### src/rtl/core/vgm_command_translator_assert.svh
// Assertion helpers shared by the RTL. clk and rst_n come from the using scope.
`ifndef VGM_COMMAND_TRANSLATOR_ASSERT_SVH
`define VGM_COMMAND_TRANSLATOR_ASSERT_SVH

// same-cycle implication
`define VCT_ASSERT_IMP(label, ante, cons, msg) \
    label: assert property (@(posedge clk) disable iff (!rst_n) (ante) |-> (cons)) \
        else $error(msg);

// next-cycle implication
`define VCT_ASSERT_NXT(label, ante, cons, msg) \
    label: assert property (@(posedge clk) disable iff (!rst_n) (ante) |=> (cons)) \
        else $error(msg);

`endif

### src/rtl/core/vct_pkg.sv
`default_nettype none

package vct_pkg;

    localparam int ByteW     = 8;
    localparam int PosW      = 32;
    localparam int CfgIdxW   = 1;
    localparam int GrpMax    = 5;
    localparam int GrpCntW   = $clog2(GrpMax + 1);
    localparam int GrpIdxW   = $clog2(GrpMax);
    localparam int RegMapDepth = 48;
    localparam int RegMapIdxW  = $clog2(RegMapDepth);

    localparam logic [ByteW-1:0] CmdWrite  = 8'hB3;
    localparam logic [ByteW-1:0] CmdWait   = 8'h62;
    localparam logic [ByteW-1:0] CmdEnd    = 8'h66;
    localparam logic [ByteW-1:0] EndMarker = 8'hFF;
    localparam logic [ByteW-1:0] WaitByte  = 8'h00;

    localparam logic [PosW-1:0] DataStartRst = 32'h0000_0040;
    localparam logic [PosW-1:0] OutPosRst    = 32'd4;

    typedef enum logic [CfgIdxW-1:0] {
        CFG_DATA_START  = 1'b0,
        CFG_LOOP_OFFSET = 1'b1
    } cfg_idx_t;

    typedef enum logic [1:0] {
        ST_OK          = 2'd0,
        ST_BAD_REG     = 2'd1,
        ST_UNKNOWN_CMD = 2'd2,
        ST_NO_LOOP     = 2'd3
    } status_t;

    // one burst of result bytes caused by a single input byte
    typedef struct packed {
        logic [GrpMax-1:0][ByteW-1:0] bytes;
        logic [GrpCntW-1:0]           count;
        status_t                      status;
    } grp_t;

    // register remap; zero marks an unmapped register
    localparam logic [ByteW-1:0] RegMap [RegMapDepth] = '{
        8'h60, 8'h62, 8'h63, 8'h64, 8'h65, 8'h00, 8'h68, 8'h69,
        8'h6C, 8'h6D, 8'h70, 8'h72, 8'h73, 8'h74, 8'h75, 8'h00,
        8'h78, 8'h79, 8'h7C, 8'h7D, 8'h80, 8'h81, 8'h84, 8'h00,
        8'h00, 8'h00, 8'h00, 8'h00, 8'h00, 8'h00, 8'h00, 8'h00,
        8'h90, 8'h91, 8'h92, 8'h93, 8'h94, 8'h95, 8'h96, 8'h97,
        8'h98, 8'h99, 8'h9A, 8'h9B, 8'h9C, 8'h9D, 8'h9E, 8'h9F
    };

endpackage

`default_nettype wire

### src/rtl/core/vct_cmd_if.sv
`default_nettype none

interface vct_cmd_if import vct_pkg::*; ();
    logic             valid;
    logic             ready;
    logic [ByteW-1:0] in_byte;

    modport source (output valid, output in_byte, input ready);
    modport sink   (input valid, input in_byte, output ready);
endinterface

`default_nettype wire

### src/rtl/core/vct_res_if.sv
`default_nettype none

interface vct_res_if import vct_pkg::*; ();
    logic             valid;
    logic             ready;
    logic [ByteW-1:0] out_byte;
    logic             last;
    logic [1:0]       status;

    modport source (output valid, output out_byte, output last, output status, input ready);
    modport sink   (input valid, input out_byte, input last, input status, output ready);
endinterface

`default_nettype wire

### src/rtl/core/vct_parser.sv
`default_nettype none
`include "vgm_command_translator_assert.svh"

module vct_parser import vct_pkg::*;
(
    input  wire logic               clk,
    input  wire logic               rst_n,
    input  wire logic               cfg_we,
    input  wire logic [CfgIdxW-1:0] cfg_index,
    input  wire logic [PosW-1:0]    cfg_data,
    vct_cmd_if.sink                 cmd,
    input  wire logic               space,
    output logic                    push,
    output grp_t                    grp
);

    typedef enum logic [1:0] {
        PH_CMD = 2'd0,
        PH_REG = 2'd1,
        PH_VAL = 2'd2
    } phase_t;

    phase_t           phase_reg, phase_next;
    logic [PosW-1:0]  loop_offset_reg;
    logic [PosW-1:0]  in_pos_reg;
    logic [PosW-1:0]  out_pos_reg, out_pos_next;
    logic [PosW-1:0]  loop_mark_reg, loop_mark_next;
    logic [ByteW-1:0] held_reg, held_next;
    logic             halted_reg, halted_next;

    logic             work;
    logic             loop_hit;
    logic [PosW-1:0]  mark_now;
    logic [ByteW-1:0] mapped;

    // halted input is swallowed, so ready only waits on the result register otherwise
    assign cmd.ready = halted_reg || space;
    assign work      = cmd.valid && cmd.ready && !halted_reg;

    assign loop_hit = (loop_offset_reg != '0) && (in_pos_reg == loop_offset_reg);
    assign mark_now = loop_hit ? out_pos_reg : loop_mark_reg;
    assign mapped   = (held_reg < ByteW'(RegMapDepth)) ? RegMap[held_reg[RegMapIdxW-1:0]]
                                                       : '0;

    always_comb
    begin
        phase_next     = phase_reg;
        out_pos_next   = out_pos_reg;
        loop_mark_next = loop_mark_reg;
        held_next      = held_reg;
        halted_next    = halted_reg;
        push           = 1'b0;
        grp            = '0;
        grp.status     = ST_OK;
        if (work)
        begin
            unique case (phase_reg)
                PH_REG:
                begin
                    held_next  = cmd.in_byte;
                    phase_next = PH_VAL;
                end
                PH_VAL:
                begin
                    phase_next = PH_CMD;
                    push       = 1'b1;
                    if (mapped == '0)
                    begin
                        halted_next = 1'b1;
                        grp.count   = GrpCntW'(1);
                        grp.status  = ST_BAD_REG;
                    end
                    else
                    begin
                        grp.bytes[0] = mapped;
                        grp.bytes[1] = cmd.in_byte;
                        grp.count    = GrpCntW'(2);
                        out_pos_next = out_pos_reg + PosW'(2);
                    end
                end
                default:
                begin
                    // command phase; the unused code lands here too
                    phase_next     = PH_CMD;
                    loop_mark_next = mark_now;
                    unique case (cmd.in_byte)
                        CmdWrite:
                        begin
                            phase_next = PH_REG;
                        end
                        CmdWait:
                        begin
                            push         = 1'b1;
                            grp.bytes[0] = WaitByte;
                            grp.count    = GrpCntW'(1);
                            out_pos_next = out_pos_reg + PosW'(1);
                        end
                        CmdEnd:
                        begin
                            push         = 1'b1;
                            halted_next  = 1'b1;
                            grp.bytes[0] = EndMarker;
                            grp.bytes[1] = mark_now[7:0];
                            grp.bytes[2] = mark_now[15:8];
                            grp.bytes[3] = mark_now[23:16];
                            grp.bytes[4] = mark_now[31:24];
                            grp.count    = GrpCntW'(GrpMax);
                            grp.status   = (loop_offset_reg != '0 && mark_now == '0)
                                           ? ST_NO_LOOP : ST_OK;
                            out_pos_next = out_pos_reg + PosW'(GrpMax);
                        end
                        default:
                        begin
                            push        = 1'b1;
                            halted_next = 1'b1;
                            grp.count   = GrpCntW'(1);
                            grp.status  = ST_UNKNOWN_CMD;
                        end
                    endcase
                end
            endcase
        end
    end

    always_ff @(posedge clk or negedge rst_n)
    begin
        if (!rst_n)
        begin
            phase_reg       <= PH_CMD;
            loop_offset_reg <= '0;
            in_pos_reg      <= DataStartRst;
            out_pos_reg     <= OutPosRst;
            loop_mark_reg   <= '0;
            held_reg        <= '0;
            halted_reg      <= 1'b0;
        end
        else
        begin
            phase_reg     <= phase_next;
            out_pos_reg   <= out_pos_next;
            loop_mark_reg <= loop_mark_next;
            held_reg      <= held_next;
            halted_reg    <= halted_next;
            // data_start only matters as the reload value of the input position
            if (cfg_we && cfg_index == CFG_DATA_START)
            begin
                in_pos_reg <= cfg_data;
            end
            else if (work)
            begin
                in_pos_reg <= in_pos_reg + PosW'(1);
            end
            if (cfg_we && cfg_index == CFG_LOOP_OFFSET)
            begin
                loop_offset_reg <= cfg_data;
            end
        end
    end

    `VCT_ASSERT_NXT(a_halt_sticks, halted_reg, halted_reg, "halt released without reset")
    `VCT_ASSERT_IMP(a_error_single, push && grp.status == ST_BAD_REG,
                    grp.count == GrpCntW'(1), "bad register burst not single")
    `VCT_ASSERT_NXT(a_no_work_halted, halted_reg, $stable(out_pos_reg),
                    "output offset moved while halted")

endmodule

`default_nettype wire

### src/rtl/core/vct_emitter.sv
`default_nettype none
`include "vgm_command_translator_assert.svh"

module vct_emitter import vct_pkg::*;
(
    input  wire logic clk,
    input  wire logic rst_n,
    input  wire logic push,
    input  wire grp_t grp,
    output logic      space,
    vct_res_if.source res
);

    grp_t               grp_reg;
    logic               valid_reg;
    logic [GrpIdxW-1:0] idx_reg;
    logic               fire;
    logic               pop;

    assign res.valid    = valid_reg;
    assign res.out_byte = grp_reg.bytes[idx_reg];
    assign res.last     = (GrpCntW'(idx_reg) == grp_reg.count - GrpCntW'(1));
    assign res.status   = grp_reg.status;

    assign fire  = valid_reg && res.ready;
    assign pop   = fire && res.last;
    // a new burst may load on the cycle the old one hands over its final byte
    assign space = !valid_reg || pop;

    always_ff @(posedge clk or negedge rst_n)
    begin
        if (!rst_n)
        begin
            valid_reg <= 1'b0;
            idx_reg   <= '0;
        end
        else if (push)
        begin
            valid_reg <= 1'b1;
            idx_reg   <= '0;
        end
        else if (pop)
        begin
            valid_reg <= 1'b0;
        end
        else if (fire)
        begin
            idx_reg <= idx_reg + GrpIdxW'(1);
        end
    end

    always_ff @(posedge clk)
    begin
        if (push)
        begin
            grp_reg <= grp;
        end
    end

    `VCT_ASSERT_IMP(a_idx_in_burst, valid_reg, GrpCntW'(idx_reg) < grp_reg.count,
                    "byte index past burst")
    `VCT_ASSERT_IMP(a_push_has_room, push, space, "burst loaded over a pending one")
    `VCT_ASSERT_NXT(a_pop_clears, pop && !push, !valid_reg,
                    "result still valid after last byte")

endmodule

`default_nettype wire

### src/rtl/core/vgm_command_translator.sv
// VGM command translator.
// cmd carries one stream byte per request (valid/ready); res carries the
// translated bytes with last on the final byte of each burst and a status.
// cfg_we/cfg_index/cfg_data write data_start (index 0, also reloads the input
// position) and loop_offset (index 1); write only while the block is idle.
// A request's first result byte is valid the cycle after it is accepted.
// Throughput: one request per cycle while the output register has room; a
// request that yields result bytes holds the output register until its last
// byte is taken. Unless the block is halted, every request, including 0xB3
// and register bytes that yield nothing, is accepted only while the output
// register is empty or in the cycle its last byte is taken. Reset clears the
// parse state, sets the positions to 0x40 and 4, and drops any pending
// result. While res is stalled the current byte holds and cmd.ready stays
// low unless the block is halted (then input is dropped). After an end
// command, bad register or unknown command the block halts until reset.
`default_nettype none

module vgm_command_translator import vct_pkg::*;
(
    input  wire logic               clk,
    input  wire logic               rst_n,
    input  wire logic               cfg_we,
    input  wire logic [CfgIdxW-1:0] cfg_index,
    input  wire logic [PosW-1:0]    cfg_data,
    vct_cmd_if.sink                 cmd,
    vct_res_if.source               res
);

    logic push;
    logic space;
    grp_t grp;

    vct_parser u_parser (
        .clk       (clk),
        .rst_n     (rst_n),
        .cfg_we    (cfg_we),
        .cfg_index (cfg_index),
        .cfg_data  (cfg_data),
        .cmd       (cmd),
        .space     (space),
        .push      (push),
        .grp       (grp)
    );

    vct_emitter u_emitter (
        .clk   (clk),
        .rst_n (rst_n),
        .push  (push),
        .grp   (grp),
        .space (space),
        .res   (res)
    );

endmodule

`default_nettype wire

### src/flat_wrapper.sv
// flat-port wrapper written by rule: the top's interface ports become plain ports
module vgm_command_translator_flat import vct_pkg::*;
  (clk, rst_n, cfg_we, cfg_index, cfg_data, cmd_valid, cmd_in_byte, cmd_ready, res_valid, res_out_byte, res_last, res_status, res_ready);
  vct_cmd_if cmd_i ();
  vct_res_if res_i ();
  input  wire logic clk;
  input  wire logic rst_n;
  input  wire logic cfg_we;
  input  wire logic [CfgIdxW-1:0] cfg_index;
  input  wire logic [PosW-1:0] cfg_data;
  input wire logic [$bits(cmd_i.valid)-1:0] cmd_valid;
  input wire logic [$bits(cmd_i.in_byte)-1:0] cmd_in_byte;
  output wire logic [$bits(cmd_i.ready)-1:0] cmd_ready;
  output wire logic [$bits(res_i.valid)-1:0] res_valid;
  output wire logic [$bits(res_i.out_byte)-1:0] res_out_byte;
  output wire logic [$bits(res_i.last)-1:0] res_last;
  output wire logic [$bits(res_i.status)-1:0] res_status;
  input wire logic [$bits(res_i.ready)-1:0] res_ready;
  assign cmd_i.valid = cmd_valid;
  assign cmd_i.in_byte = cmd_in_byte;
  assign cmd_ready = cmd_i.ready;
  assign res_valid = res_i.valid;
  assign res_out_byte = res_i.out_byte;
  assign res_last = res_i.last;
  assign res_status = res_i.status;
  assign res_i.ready = res_ready;
  vgm_command_translator u_core (.clk(clk), .rst_n(rst_n), .cfg_we(cfg_we), .cfg_index(cfg_index), .cfg_data(cfg_data), .cmd(cmd_i), .res(res_i));
endmodule
### config.mk
export PLATFORM = sky130hd
export DESIGN_NAME = vgm_command_translator_flat
export DESIGN_NICKNAME = d
export VERILOG_FILES = /design/src/rtl/core/vct_pkg.sv /design/src/rtl/core/vct_cmd_if.sv /design/src/rtl/core/vct_res_if.sv /design/src/rtl/core/vct_parser.sv /design/src/rtl/core/vct_emitter.sv /design/src/rtl/core/vgm_command_translator.sv /design/src/flat_wrapper.sv
export VERILOG_INCLUDE_DIRS = /design/src /design/src/rtl/core
export SDC_FILE = /design/constraint.sdc
export NUM_CORES = 1
export LEC_CHECK = 0
export BUFFER_PORTS_ARGS = -buffer_cell sky130_fd_sc_hd__buf_4
export CAP_MARGIN = 15
export CORE_MARGIN = 3
export CORE_UTILIZATION = 50
export CTS_CLUSTER_SIZE = 40
export DETAILED_ROUTE_END_ITERATION = 10
export PLACE_DENSITY_LB_ADDON = 0.2
export RECOVER_POWER = 25
export REMOVE_ABC_BUFFERS = 1
export SYNTH_ARGS = -nofsm -noshare
export SYNTH_HDL_FRONTEND = slang
export SYNTH_HIERARCHICAL = 1
export SYNTH_SLANG_ARGS = --single-unit
### constraint.sdc
create_clock -name clk -period 12.87 [get_ports clk]
set_input_delay 2.574 -clock clk [delete_from_list [all_inputs] [get_ports clk]]
set_output_delay 2.574 -clock clk [all_outputs]
set_load 0.02 [all_outputs]
# Yosys cells after proc, flatten, opt, wreduce, memory -nomap -nowiden
# Memory sizes are Yosys's and may differ from the RTL's.
# Index checks and enable logic that the tools add are counted.
[totals]
output_inout_bits = 13
mem_count = 1
rom_bits = 512
inputBits = 46
reg_bits = 188
[memory_table]
columns = ["memory", "words", "word_bits", "read_ports", "rd_ports_with_merged_regs", "wr", "line_no", "rtl"]
rows = [
  ["(no name shown)", 64, 8, 1, 0, 0, "vct_parser.sv:42", "assign mapped = (held_reg < ByteW'(RegMapDepth)) ? RegMap[held_reg[RegMapIdxW-1:0]]"],
]
[op_classes]
eq_ne = 11
add_sub_neg = 6
n_mux = 33
n_lt_le_gt_ge = 3
bitwise = 6
reduce_logical = 27
[op_table]
columns = ["op", "n"]
rows = [
  ["$mux 32", 4],
  ["$pmux 32 s2", 2],
  ["$add 32x1->32 const B", 2],
  ["$mux 8", 6],
  ["$pmux 21 s2", 1],
  ["$add 32x2->32 const B", 1],
  ["$add 32x3->32 const B", 1],
  ["$eq 32x32->1", 1],
  ["$logic_not 32->1", 1],
  ["$reduce_bool 32->1", 1],
  ["$bmux 8 s3", 1],
  ["$eq 8x7->1 const B", 2],
  ["$mux 16", 1],
  ["$mux 3", 3],
  ["$eq 8x8->1 const B", 1],
  ["$logic_and 1x1->1", 8],
  ["$logic_not 8->1", 1],
  ["$lt 8x6->1 const B", 1],
  ["$mux 1", 8],
  ["$pmux 2 s2", 2],
  ["$reduce_and 4->1", 2],
  ["$ge 7x7->1 const B", 1],
  ["$not 6->7", 1],
  ["$pmux 3 s2", 1],
  ["other kinds (18)", 33],
]

# Depth between registers and ports, before layout
# Gate-level depths: netlist (run 1).
[logic_depth]
ltp_word = 10
mapped_depth = 13
mapped_depth_nobuf = 12

# Hierarchy
# The synthesis (run 1) kept the hierarchy.
[modules_own_cells]
columns = ["mod", "seq_area_each_um2", "area_per_inst_um2", "cells_each", "n_inst"]
rows = [
  ["vct_parser", 3480.8, 8013.9, 797, 1],
  ["vct_emitter", 1451.4, 1996.9, 113, 1],
]

# Worst setup path after synthesis (run 1)
# Ideal clock, no wire load.
[synth_timing]
kind = "input port to flip-flop"
start = "in res_ready"
end = "reg u_core.u_emitter.idx_reg[0]"
path_stages = 9
t_required_ps = 12745
slack_ps = 6535
setup_ps = 125
arrival_time_ps = 6210
cell_sequence = "nand4_1 -> nand2_1 -> nand2_1 -> nor2_1 -> clkbuf_1 -> o21ai_0 -> a21oi_1 -> nor2b_1 -> mux2_4"
[synth_via]
elab_chain_cells = 9
elab_cells_between_ends = 11
classes_between = "1 x eq/ne; 2 x mux; 8 x reduce/logical"
[synth_rtl]
columns = ["element", "line_no", "rtl"]
rows = [
  ["start: declaration", "flat_wrapper.sv:18", "input wire logic [$bits(res_i.ready)-1:0] res_ready;"],
  ["$logic_and 1x1->1 (*)", "vct_emitter.sv:25", "assign fire = valid_reg && res.ready;"],
  ["$logic_and 1x1->1 (*)", "vct_emitter.sv:26", "assign pop = fire && res.last;"],
  ["$logic_or 1x1->1 (*)", "vct_emitter.sv:28", "assign space = !valid_reg || pop;"],
  ["net u_core.space", "vgm_command_translator.sv:30", "logic space;"],
  ["$logic_or 1x1->1 (*)", "vct_parser.sv:37", "assign cmd.ready = halted_reg || space;"],
  ["$logic_and 1x1->1 (*) (2 in a row)", "vct_parser.sv:38", "assign work = cmd.valid && cmd.ready && !halted_reg;"],
  ["$mux 1 (*)", "vct_parser.sv:55", "if (work)"],
  ["net u_core.push", "vgm_command_translator.sv:29", "logic push;"],
  ["$ne 2x1->1 (no source line) / $reduce_bool 2->1 (equally long branches)", "n/a", ""],
  ["$reduce_and 2->1 (no source line)", "n/a", ""],
  ["end signal: assignment", "vct_emitter.sv:48", "idx_reg <= idx_reg + GrpIdxW'(1);"],
  ["end: declaration", "vct_emitter.sv:16", "logic [GrpIdxW-1:0] idx_reg;"],
]
# Mark *: on every way through the listed nets, which the timed path passes. The rest lies on a longest branch.
# A chain may end at the register's enable or synchronous reset.

# Worst setup path in the final report (run 1)
[layout_timing]
start = "in res_ready"
end = "out cmd_ready"
[layout_via]
elab_chain_cells = 4
[layout_rtl]
columns = ["element", "line_no", "rtl"]
rows = [
  ["$logic_and 1x1->1", "vct_emitter.sv:25", ""],
  ["$logic_and 1x1->1", "vct_emitter.sv:26", ""],
  ["$logic_or 1x1->1", "vct_emitter.sv:28", ""],
  ["net u_core.space", "vgm_command_translator.sv:30", ""],
  ["$logic_or 1x1->1", "vct_parser.sv:37", ""],
  ["end: declaration", "flat_wrapper.sv:13", "output wire logic [$bits(cmd_i.ready)-1:0] cmd_ready;"],
]
# The timed path passes the listed nets, and every way through them passes these cells.

==> results of run 1 <==
-- worst paths after layout --
kind | to | cells after the start
max | cmd_ready | 5
min | u_core/u_parser/held_reg[6] | 1
max reg2reg | u_core/u_parser/out_pos_reg[18] | 10
min reg2reg | u_core/u_parser/held_reg[6] | 1
max in group asynchronous | u_core/u_parser/loop_offset_reg[27] | 2
min in group asynchronous | u_core/u_parser/held_reg[1] | 1
-- placed cells by master (no fill, tap or decap), types with 19 or more instances in the layout --
cell type  Yosys  layout
o21ai_0       45      45
clkbuf_16      0      19
nand2_1       80      80
inv_1         22      22
nand3_1       28      28
mux2_2        72      72
edfxtp_1      45      45
nor2_1        60      60
nand4_1       25      25
buf_4          3      64
xor2_1        83      83
mux2i_1       37      37
nor4_1        45      44
dfrtp_1      141     141
-- layout make-up --
cell class / instances / area share
Timing Repair Buffer: 67 / 0.0436
Clock inverter: 12 / 0.0132
Multi-Input combinational cell: 650 / 0.426
Tap cell: 265 / 0.0294
Sequential cell: 188 / 0.438
Inverter: 22 / 0.00733
Clock buffer: 20 / 0.0425
-- per-stage QoR --
| step | util | area (um^2) | hold WS, ps | setup slack, ps | power (mW) |
|---|---|---|---|---|---|
| after floorplan | - | 9780 | 478 | 5700 | 1.11 |
| after global placement | 0.544 | 10700 | 507 | 6870 | 1.28 |
| after detailed placement | 0.544 | 10700 | 509 | 6860 | 1.29 |
| after CTS | 0.576 | 11300 | 526 | 6860 | 1.84 |
| after global routing | 0.575 | 11300 | 532 | 6170 | 1.93 |
| final | 0.575 | 11300 | 526 | 6860 | 1.83 |
-- Yosys cell counts, drive strengths merged (5+ instances only) --
cell type	n	area share
a21oi	16	0.0080
and2	5	0.0031
and3	9	0.0056
and4	5	0.0044
buf	21	0.012
clkbuf	29	0.011
dfrtp	141	0.35
edfxtp	45	0.13
ha	13	0.016
inv	22	0.0082
mux2	75	0.085
mux2i	37	0.037
mux4	8	0.018
nand2	81	0.031
nand2b	5	0.0031
nand3	28	0.014
nand4	25	0.016
nor2	60	0.022
nor2b	6	0.0037
nor3	22	0.013
nor4	46	0.030
o21a	5	0.0037
o21ai	53	0.026
o2bb2ai	8	0.0070
xnor2	12	0.010
xor2	84	0.074
-- cells by family after synthesis --
logic type | Yosys count
buffers and inverters | 72
and+or+nand+nor | 313
adders and majority gates | 13
muxes | 120
DFF | 188
xor gates and xnor gates | 97
AOI/OAI and AO/OA | 107
-- worst register-to-register path, delay by kind of cell, from the launching register on --
kind | cells | cell delay [ps]
xor+xnor | 2 | 580
fa+ha+maj | 1 | 300
buf+inv | 1 | 60
flops | 1 | 400
simple gates | 6 | 2300
-- routing by layer --
| metal | up-vias | global-route usage | wire length [um] |
|---|---|---|---|
| met5 | - | 0 | 0 |
| met4 | 0 | 0.0699 | 409 |
| met3 | 28 | 0.0377 | 1030 |
| met2 | 174 | 0.348 | 11000 |
| met1 | 3491 | 0.297 | 10300 |
| li1 | 3374 | - | - |
-- power groups by stage --
| stage | clock network [mW] | logic, mW | registers (mW) |
|---|---|---|---|
| CTS | 0.566 | 0.499 | 0.780 |
| detailed placement | 0 | 0.497 | 0.791 |
| global route | 0.594 | 0.543 | 0.794 |
| floorplan | 0 | 0.347 | 0.766 |
| global placement | 0 | 0.492 | 0.789 |
| finish | 0.555 | 0.497 | 0.781 |
==> summary by stage, run 1 <==
Finish
The repair_antennas step left the layout with diodes totalling 0. The register with the most flip-flops in the layout has between 40 and 50 of them. The multi-input logic area is about 4800 um^2.

The area growth from synthesis to layout is 12.6%. The final layout contains 1005 nets. The filler cells instantiated in the layout total around 1.7k. The count of cells in the finished layout, fillers not included, comes to 1224. The register area is just under 5000 um^2. Of the cells placed in the final design, the portion with a size suffix greater than 1 is 0.204.

Yosys
The number of synthesis warnings is 6. Of the total synthesized cell area, the portion taken by AND, OR, NAND and NOR gates is 0.165. After synthesis, the netlist uses 73 different library cells. Of the total synthesized cell area, the portion taken by XOR and XNOR cells is 0.0870.

The predominant post-synthesis flop cell is dfrtp_1. In this run the mean area of a mapped cell was ~11 um^2. The number of enable flip-flop cells after synthesis is 45. The combinational family with the most area after synthesis is simple AND/OR/NAND/NOR gates. The compound-cell area share of the yosys netlist is 0.0684. Measured against the total synthesized area, the mux share comes to 0.140. The gate count of the mapped netlist is about 900. The adder and majority gate portion of the synthesized area is 0.0162. Synthesis inferred roughly 190 register bits. Of the synthesized area, sequential elements account for 0.493. In the synthesized netlist the async set-or-reset flop fraction comes to 0.761. In this run the cell area of the synthesized design comes to approximately 10000 um^2.

Floorplan
The horizontal die dimension is around 150 um. 59 I/O pins were placed. The floorplan step set the die height to around 150 um.

For this configuration, the core starts out at a cell density of 0.511. In this run the core area contains around 50 standard-cell rows. The die covers around 22000 um^2. The core region area is 19600 um^2.

Critical path
In this design, the critical path's most frequently occurring cell is buf_4. STA classifies the critical path startpoint as an input port. The critical path's largest stage delay is approximately 330 ps. The arrival time at the worst endpoint is approximately 3400 ps.

The setup slack of the most critical reg-to-reg path is ~9200 ps. Together, buffers and inverters on the worst path number 2. The kind of cell adding the most delay to the critical path is simple AND/OR/NAND/NOR gates. Data on the critical path is required at its endpoint by just over 10000 ps. Along the worst path, the maximum fanout reaches 4. The launch point of the critical path is res_ready. The type of the setup path with the least slack is in -> out. The worst setup path is captured at an output port. On the critical path, the stage with the largest delay is an instance of or2_2. The critical path goes through buf_4, nand4_1, nand2_1, or2_2, buf_4.

The worst register-to-register path begins at u_core/u_emitter/grp_reg[2].

Timing
Setup violations remaining at the end of the flow were counted as 0. The post-route clock skew is around 17 ps. After layout, the minimum clock period comes to approximately 6000 ps. The timing-limited maximum frequency is 0.166 GHz. Setup repair after global routing left no endpoint under its margin.

The count of final hold-check violations is 0. The number of slew-limit violations in the final report is just over 100. For the pin with the worst max-slew slack, the measured transition is 3730 ps. Measured against its own limit, the worst slew margin works out to -1.49. After routing, the total negative slack on setup checks comes to 0 ps. The final clock period utilization by the worst path is 0.467.

Min path
The start point of the worst min-delay path is u_core/u_parser/held_reg[6]. The path class of the tightest hold or removal check is reg -> reg.

Clock tree
The cell chosen for the clock root is clkbuf_16. Clock-pin slew was measured on the worst setup and hold paths at 70 ps. TritonCTS built the clock tree. For the worst-skew pair, the clock arrives at the later sink with an insertion delay of between 400 and 500 ps. For this design, the sink count on the clock tree is 188.

After clock tree synthesis, the repair step resized 0 gates. The maximum buffer depth of the clock tree is 2. The number of clock buffers inserted by TritonCTS is 17. After clock tree synthesis, the setup repair step added 0 buffers. CTS built an H-tree with a depth of 4.

In this run, post-CTS hold repair placed 0 buffers.

Pwr
The sequential cell fraction of total power is 0.426. The worst-case IR drop observed on VDD is about 96 uV. The combinational power share is 0.271. The switching part of the total is 0.340. Summed over all nets, the switching power comes to between 0.6 and 0.7 mW.

The clock share of power is 0.303. For this design the static power due to leakage is between 4 and 5 nW. Cell internal power was estimated by the tool at between 1 and 1.5 mW. Power spread over the standard cell area amounts to around 160 nW/um^2.

Flow run
The count of max-cap constraint violations is 2.

Outcome
The run finished, with violations left. The final reports fail on capacitance limit, slew limit.

Routing
Dividing the detail-routed via count by the number of cells gives between 5 and 6. The violation count after the first detailed-route iteration is around 440. Detailed routing inserted a total of 7067 vias. The number of remaining DRC errors is 0. The count of nets left with antenna violations after detail routing is 0. The aggregate routed wire length is 22.7 mm. The mean routed wirelength per cell is 18.6 um. The number of detailed-route iterations in the first pass is 5.

Global routing
Entering global routing, the biggest net connects 78 pins. The initial antenna violation count is 0. The first-pass GRT wire length is 36.7 mm. The total overflow left after global routing is 0. The via count of the first global-routing pass is ~7k. The total track usage is 0.215.

Placement
Buffers placed on the I/O ports in this run total just under 60. The HPWL after detailed placement is around 16 mm. The count of placed standard cells including taps is 1192.

At the end of routability-driven placement, the weighted congestion stood at 0.870.
(Power assumes the default switching activity.)
==> run 2, diff against run 1 <==
- ABC_AREA: not set -> 1
- clock period: 12.87 -> 6.15 ns (I/O delays scaled with it)
==> summary by stage, run 2 <==
Outcome
The run finished, with violations left. The final reports fail on capacitance limit, slew limit.

Clock tree
The clock insertion delay at the later pin of the skew report was 440 ps (about the same). The maximum buffer depth of the clock tree was 2 (unchanged). The number of sinks on the clock net was 188 (unchanged). The clock-pin slew on the worst setup and hold paths is 70 ps (about the same). The number of clock buffers inserted by TritonCTS is 17 (unchanged).

The number of hold buffers added after CTS is 0 (unchanged). The cell chosen for the clock root is clkbuf_16. The total of cells resized after clock tree synthesis is 0 (unchanged).

TritonCTS built the clock tree. The depth of the CTS H-tree is 4 (unchanged). The count of buffers added by post-CTS timing repair for setup came to 0 (unchanged).

Critical path
The worst setup path is launched from a flip-flop. The endpoint identified for the worst register-to-register timing path is u_core/u_emitter/grp_reg[4]. The required time at the endpoint of the critical path is 6250 ps (-4050 ps). The critical path is of the reg -> reg type. The arrival time at the worst endpoint is 3880 ps (+440 ps).

The worst flop-to-flop path startpoint is u_core/u_parser/phase_reg[0]. The signal on the critical path passes through inv_1, ha_1, buf_4, clkinv_1, a21oi_1, o21ai_0, inv_1, buf_4. The biggest fanout along the worst timing path is 34 (+30). Among all stages on the critical path, the largest delay is contributed by clkinv_1.

The depth of the critical timing path with buffers and inverters included is 8 (+3). STA classifies the critical path endpoint as a flip-flop. The depth of the most critical reg-to-reg path is 8 (-2). The sum of buffers and inverters on the critical path came to 5 (+3). Among cell families on the critical path, the largest total delay comes from buffers and inverters. The critical path's largest stage delay was 900 ps (+570 ps). The setup slack of the most critical reg-to-reg path is 2380 ps (-6770 ps).

Routing
The mean routed wirelength per cell came to 15.4 um (-17%). The aggregate routed wire length is 31.2 mm (+37%). The count of nets left with antenna violations after detail routing is 0 (unchanged).

The via-per-instance ratio is 5.33 (-7.8%). The violation count after the first detailed-route iteration is 1028 (+140%). The total vias in the final route was 10.8k (+53%). The number of remaining DRC errors was 0 (unchanged). The number of detailed-route iterations in the first pass is 5 (unchanged).

Finish
Leaving out fill and tap cells, the most frequent cell in the layout is nand2_1. The final cell utilization of the core is 0.561 (-0.0148). The antenna cell count is 0 (unchanged). The ratio of cells with drive above 1 in the final layout is 0.0912 (-0.113). The number of flip-flops in the largest register was 43 (unchanged).

In the layout the commonest cells are 514 x nand2_1, 227 x inv_1, 141 x dfrtp_1, 141 x nor2_1, 138 x o21ai_0. The number of nets in the final layout was 1757 (+75%). The number of fill cells was 2271 (+35%). The area growth from synthesis to layout is 9.46%.

Floorplan
The floorplan die area was 26100 um^2 (+20%). The horizontal die dimension was 162 um (+9.5%). The count of pins on the block boundary was 59 (unchanged). The effective utilization at floorplan is 0.512 (+0.00117). The standard-cell row count came to 56 (+9.8%). The core region area is 23600 um^2 (+21%).

The die boundary height came to 162 um (+9.5%).

Timing
Counting I/O delays and the setup requirement, the final critical path takes approximately 3800 ps. The remaining max-slew budget at the tightest pin is -0.199 (+1.29). The count of final hold-check violations is 0 (unchanged). The final-report setup violation count came to 0 (unchanged). The final hold slack came to 485 ps (-40.6 ps). The number of slew-limit violations in the final report came to 72 (-29%). The post-route setup TNS is 0 ps (unchanged). The actual slew at the worst max-slew pin came to 1800 ps (-1930 ps). The timing-limited maximum frequency is approximately 0.26 GHz. The final critical-path setup slack is 2380 ps (-4490 ps). Of the available clock period, the critical path in the final layout requires 0.614. Setup repair after global routing left no endpoint under its margin. The post-route clock skew came to 17.9 ps (+0.940 ps).

Yosys
Ranked by total cell area, the synthesized netlist is headed by dfrtp_1 29%, nand2_1 16%, edfxtp_1 11%. Of all cell types, the one taking the most synthesized area is dfrtp_1. The distinct cell type count of the synthesized netlist is 47 (-36%). The gate count of the mapped netlist is 1676 (+84%).

The fraction of registers with async set or reset after synthesis is 0.761 (unchanged). The sequential-to-total area share from yosys stat was 0.408 (-0.0849). The number of synthesis warnings is 6 (unchanged).

The post-synthesis average cell area is 7.22 um^2 (-34%). The cell area after synthesis came to 12100 um^2 (+21%). The flip-flop and latch count after synthesis is 188 (unchanged). The top-area cell type share of the netlist area is 0.292 (-0.0607). In the synthesized netlist, the cells that appear most often are 515 x nand2_1, 227 x inv_1, 141 x dfrtp_1, 141 x nor2_1, 138 x o21ai_0. The most frequent cell after synthesis is nand2_1. The predominant post-synthesis flop cell is dfrtp_1. The number of enable flip-flop cells after synthesis is 45 (unchanged).

Placement
The minimum setup slack after placement is 2050 ps (-4810 ps). The final estimated routing congestion in global placement was 0.924 (+6.1%). The count of buffers inserted at the top-level ports is 58 (unchanged). The HPWL after detailed placement came to 23.0 mm (+45%).

Pwr
The power density over the cells is 210 nW/um^2 (+29%). The total power is 2.78 mW (+52%). The maximum vdd drop is 132 uV (+38%). The leakage power summed over all cells is 6.06 nW (+33%).

Min path
The end point of the worst hold path is u_core/u_parser/loop_mark_reg[23]. The start point of the worst min-delay path is u_core/u_parser/loop_mark_reg[23]. The worst hold path stage count came to 2 (+1). In this run the worst hold path is classified as reg -> reg.

Global routing
The initial antenna violation count was 0 (unchanged). The total track usage is 0.247 (+0.0316). The largest net degree at the start of global routing was 72 (-7.7%).

The first-pass GRT wire length came to 52.4 mm (+43%). In this run the most used layer during global routing was met2. The met3 track demand over resource is 0.0326 (-0.00513).

The global routing usage on met1 is 0.358 (+0.0614). The fraction of met2 tracks used by global routing is 0.390 (+0.0422). The leftover overflow at the end of global routing came to 0 (unchanged). The via count of the first global-routing pass is 10.4k (+53%).

Flow run
The count of max-cap constraint violations is 1 (-1).
run 2: power by group:
group          internal, mW  switching (mW)
logic                 0.123           0.197
registers              1.33          0.0696
clock network         0.536           0.530
run 2: logic make-up after synthesis:
group           count (synthesis)  synth area share
fa+ha+maj                      13            0.0134
buf+inv                       309             0.104
xor+xnor                       93            0.0680
flops                         188             0.408
compound gates                217             0.102
mux                             6           0.00528
simple gates                  850             0.299
run 2: per-stage QoR:
step | instances | cell area [um^2]
global route | 2030 | 13200
CTS | 2029 | 13200
detailed placement | 1997 | 12700
finish | 2030 | 13200
floorplan | 1612 | 11800
global placement | 1997 | 12700
run 2: final cells by class:
type                       instances  area [um^2]  share of cell area
multi-input combinational       1179         5910               0.446
sequential                       188         4930               0.373
inverter                         245          925              0.0698
timing repair buffer              67          517              0.0390
clock buffer                      18          429              0.0324
tap                              319          399              0.0302
clock inverter                    14          130             0.00983
run 2: worst min-delay path: stages (launching register included):
cell,delay [ps]
dfrtp_1,340
nand2_1,50
o21ai_0,60
run 2: how the worst max path moves through the flow:
stage                                                  to                          from  slack, ps
after CTS                 u_core/u_parser/out_pos_reg[31]   u_core/u_emitter/idx_reg[0]       2230
after global placement    u_core/u_parser/out_pos_reg[16]                cmd_in_byte[4]       2160
final                         u_core/u_emitter/grp_reg[4]  u_core/u_parser/phase_reg[0]       2380
after detailed placement  u_core/u_parser/out_pos_reg[16]                cmd_in_byte[4]       2050
after floorplan               u_core/u_emitter/idx_reg[0]  u_core/u_parser/phase_reg[0]       2340
after global routing          u_core/u_emitter/grp_reg[4]   u_core/u_emitter/idx_reg[0]       2020
run 2: per-layer routing:
metal	up-vias	wire, um
li1	5374	-
met1	5076	14600
met2	319	14100
met3	41	1910
met4	0	549
met5	-	0
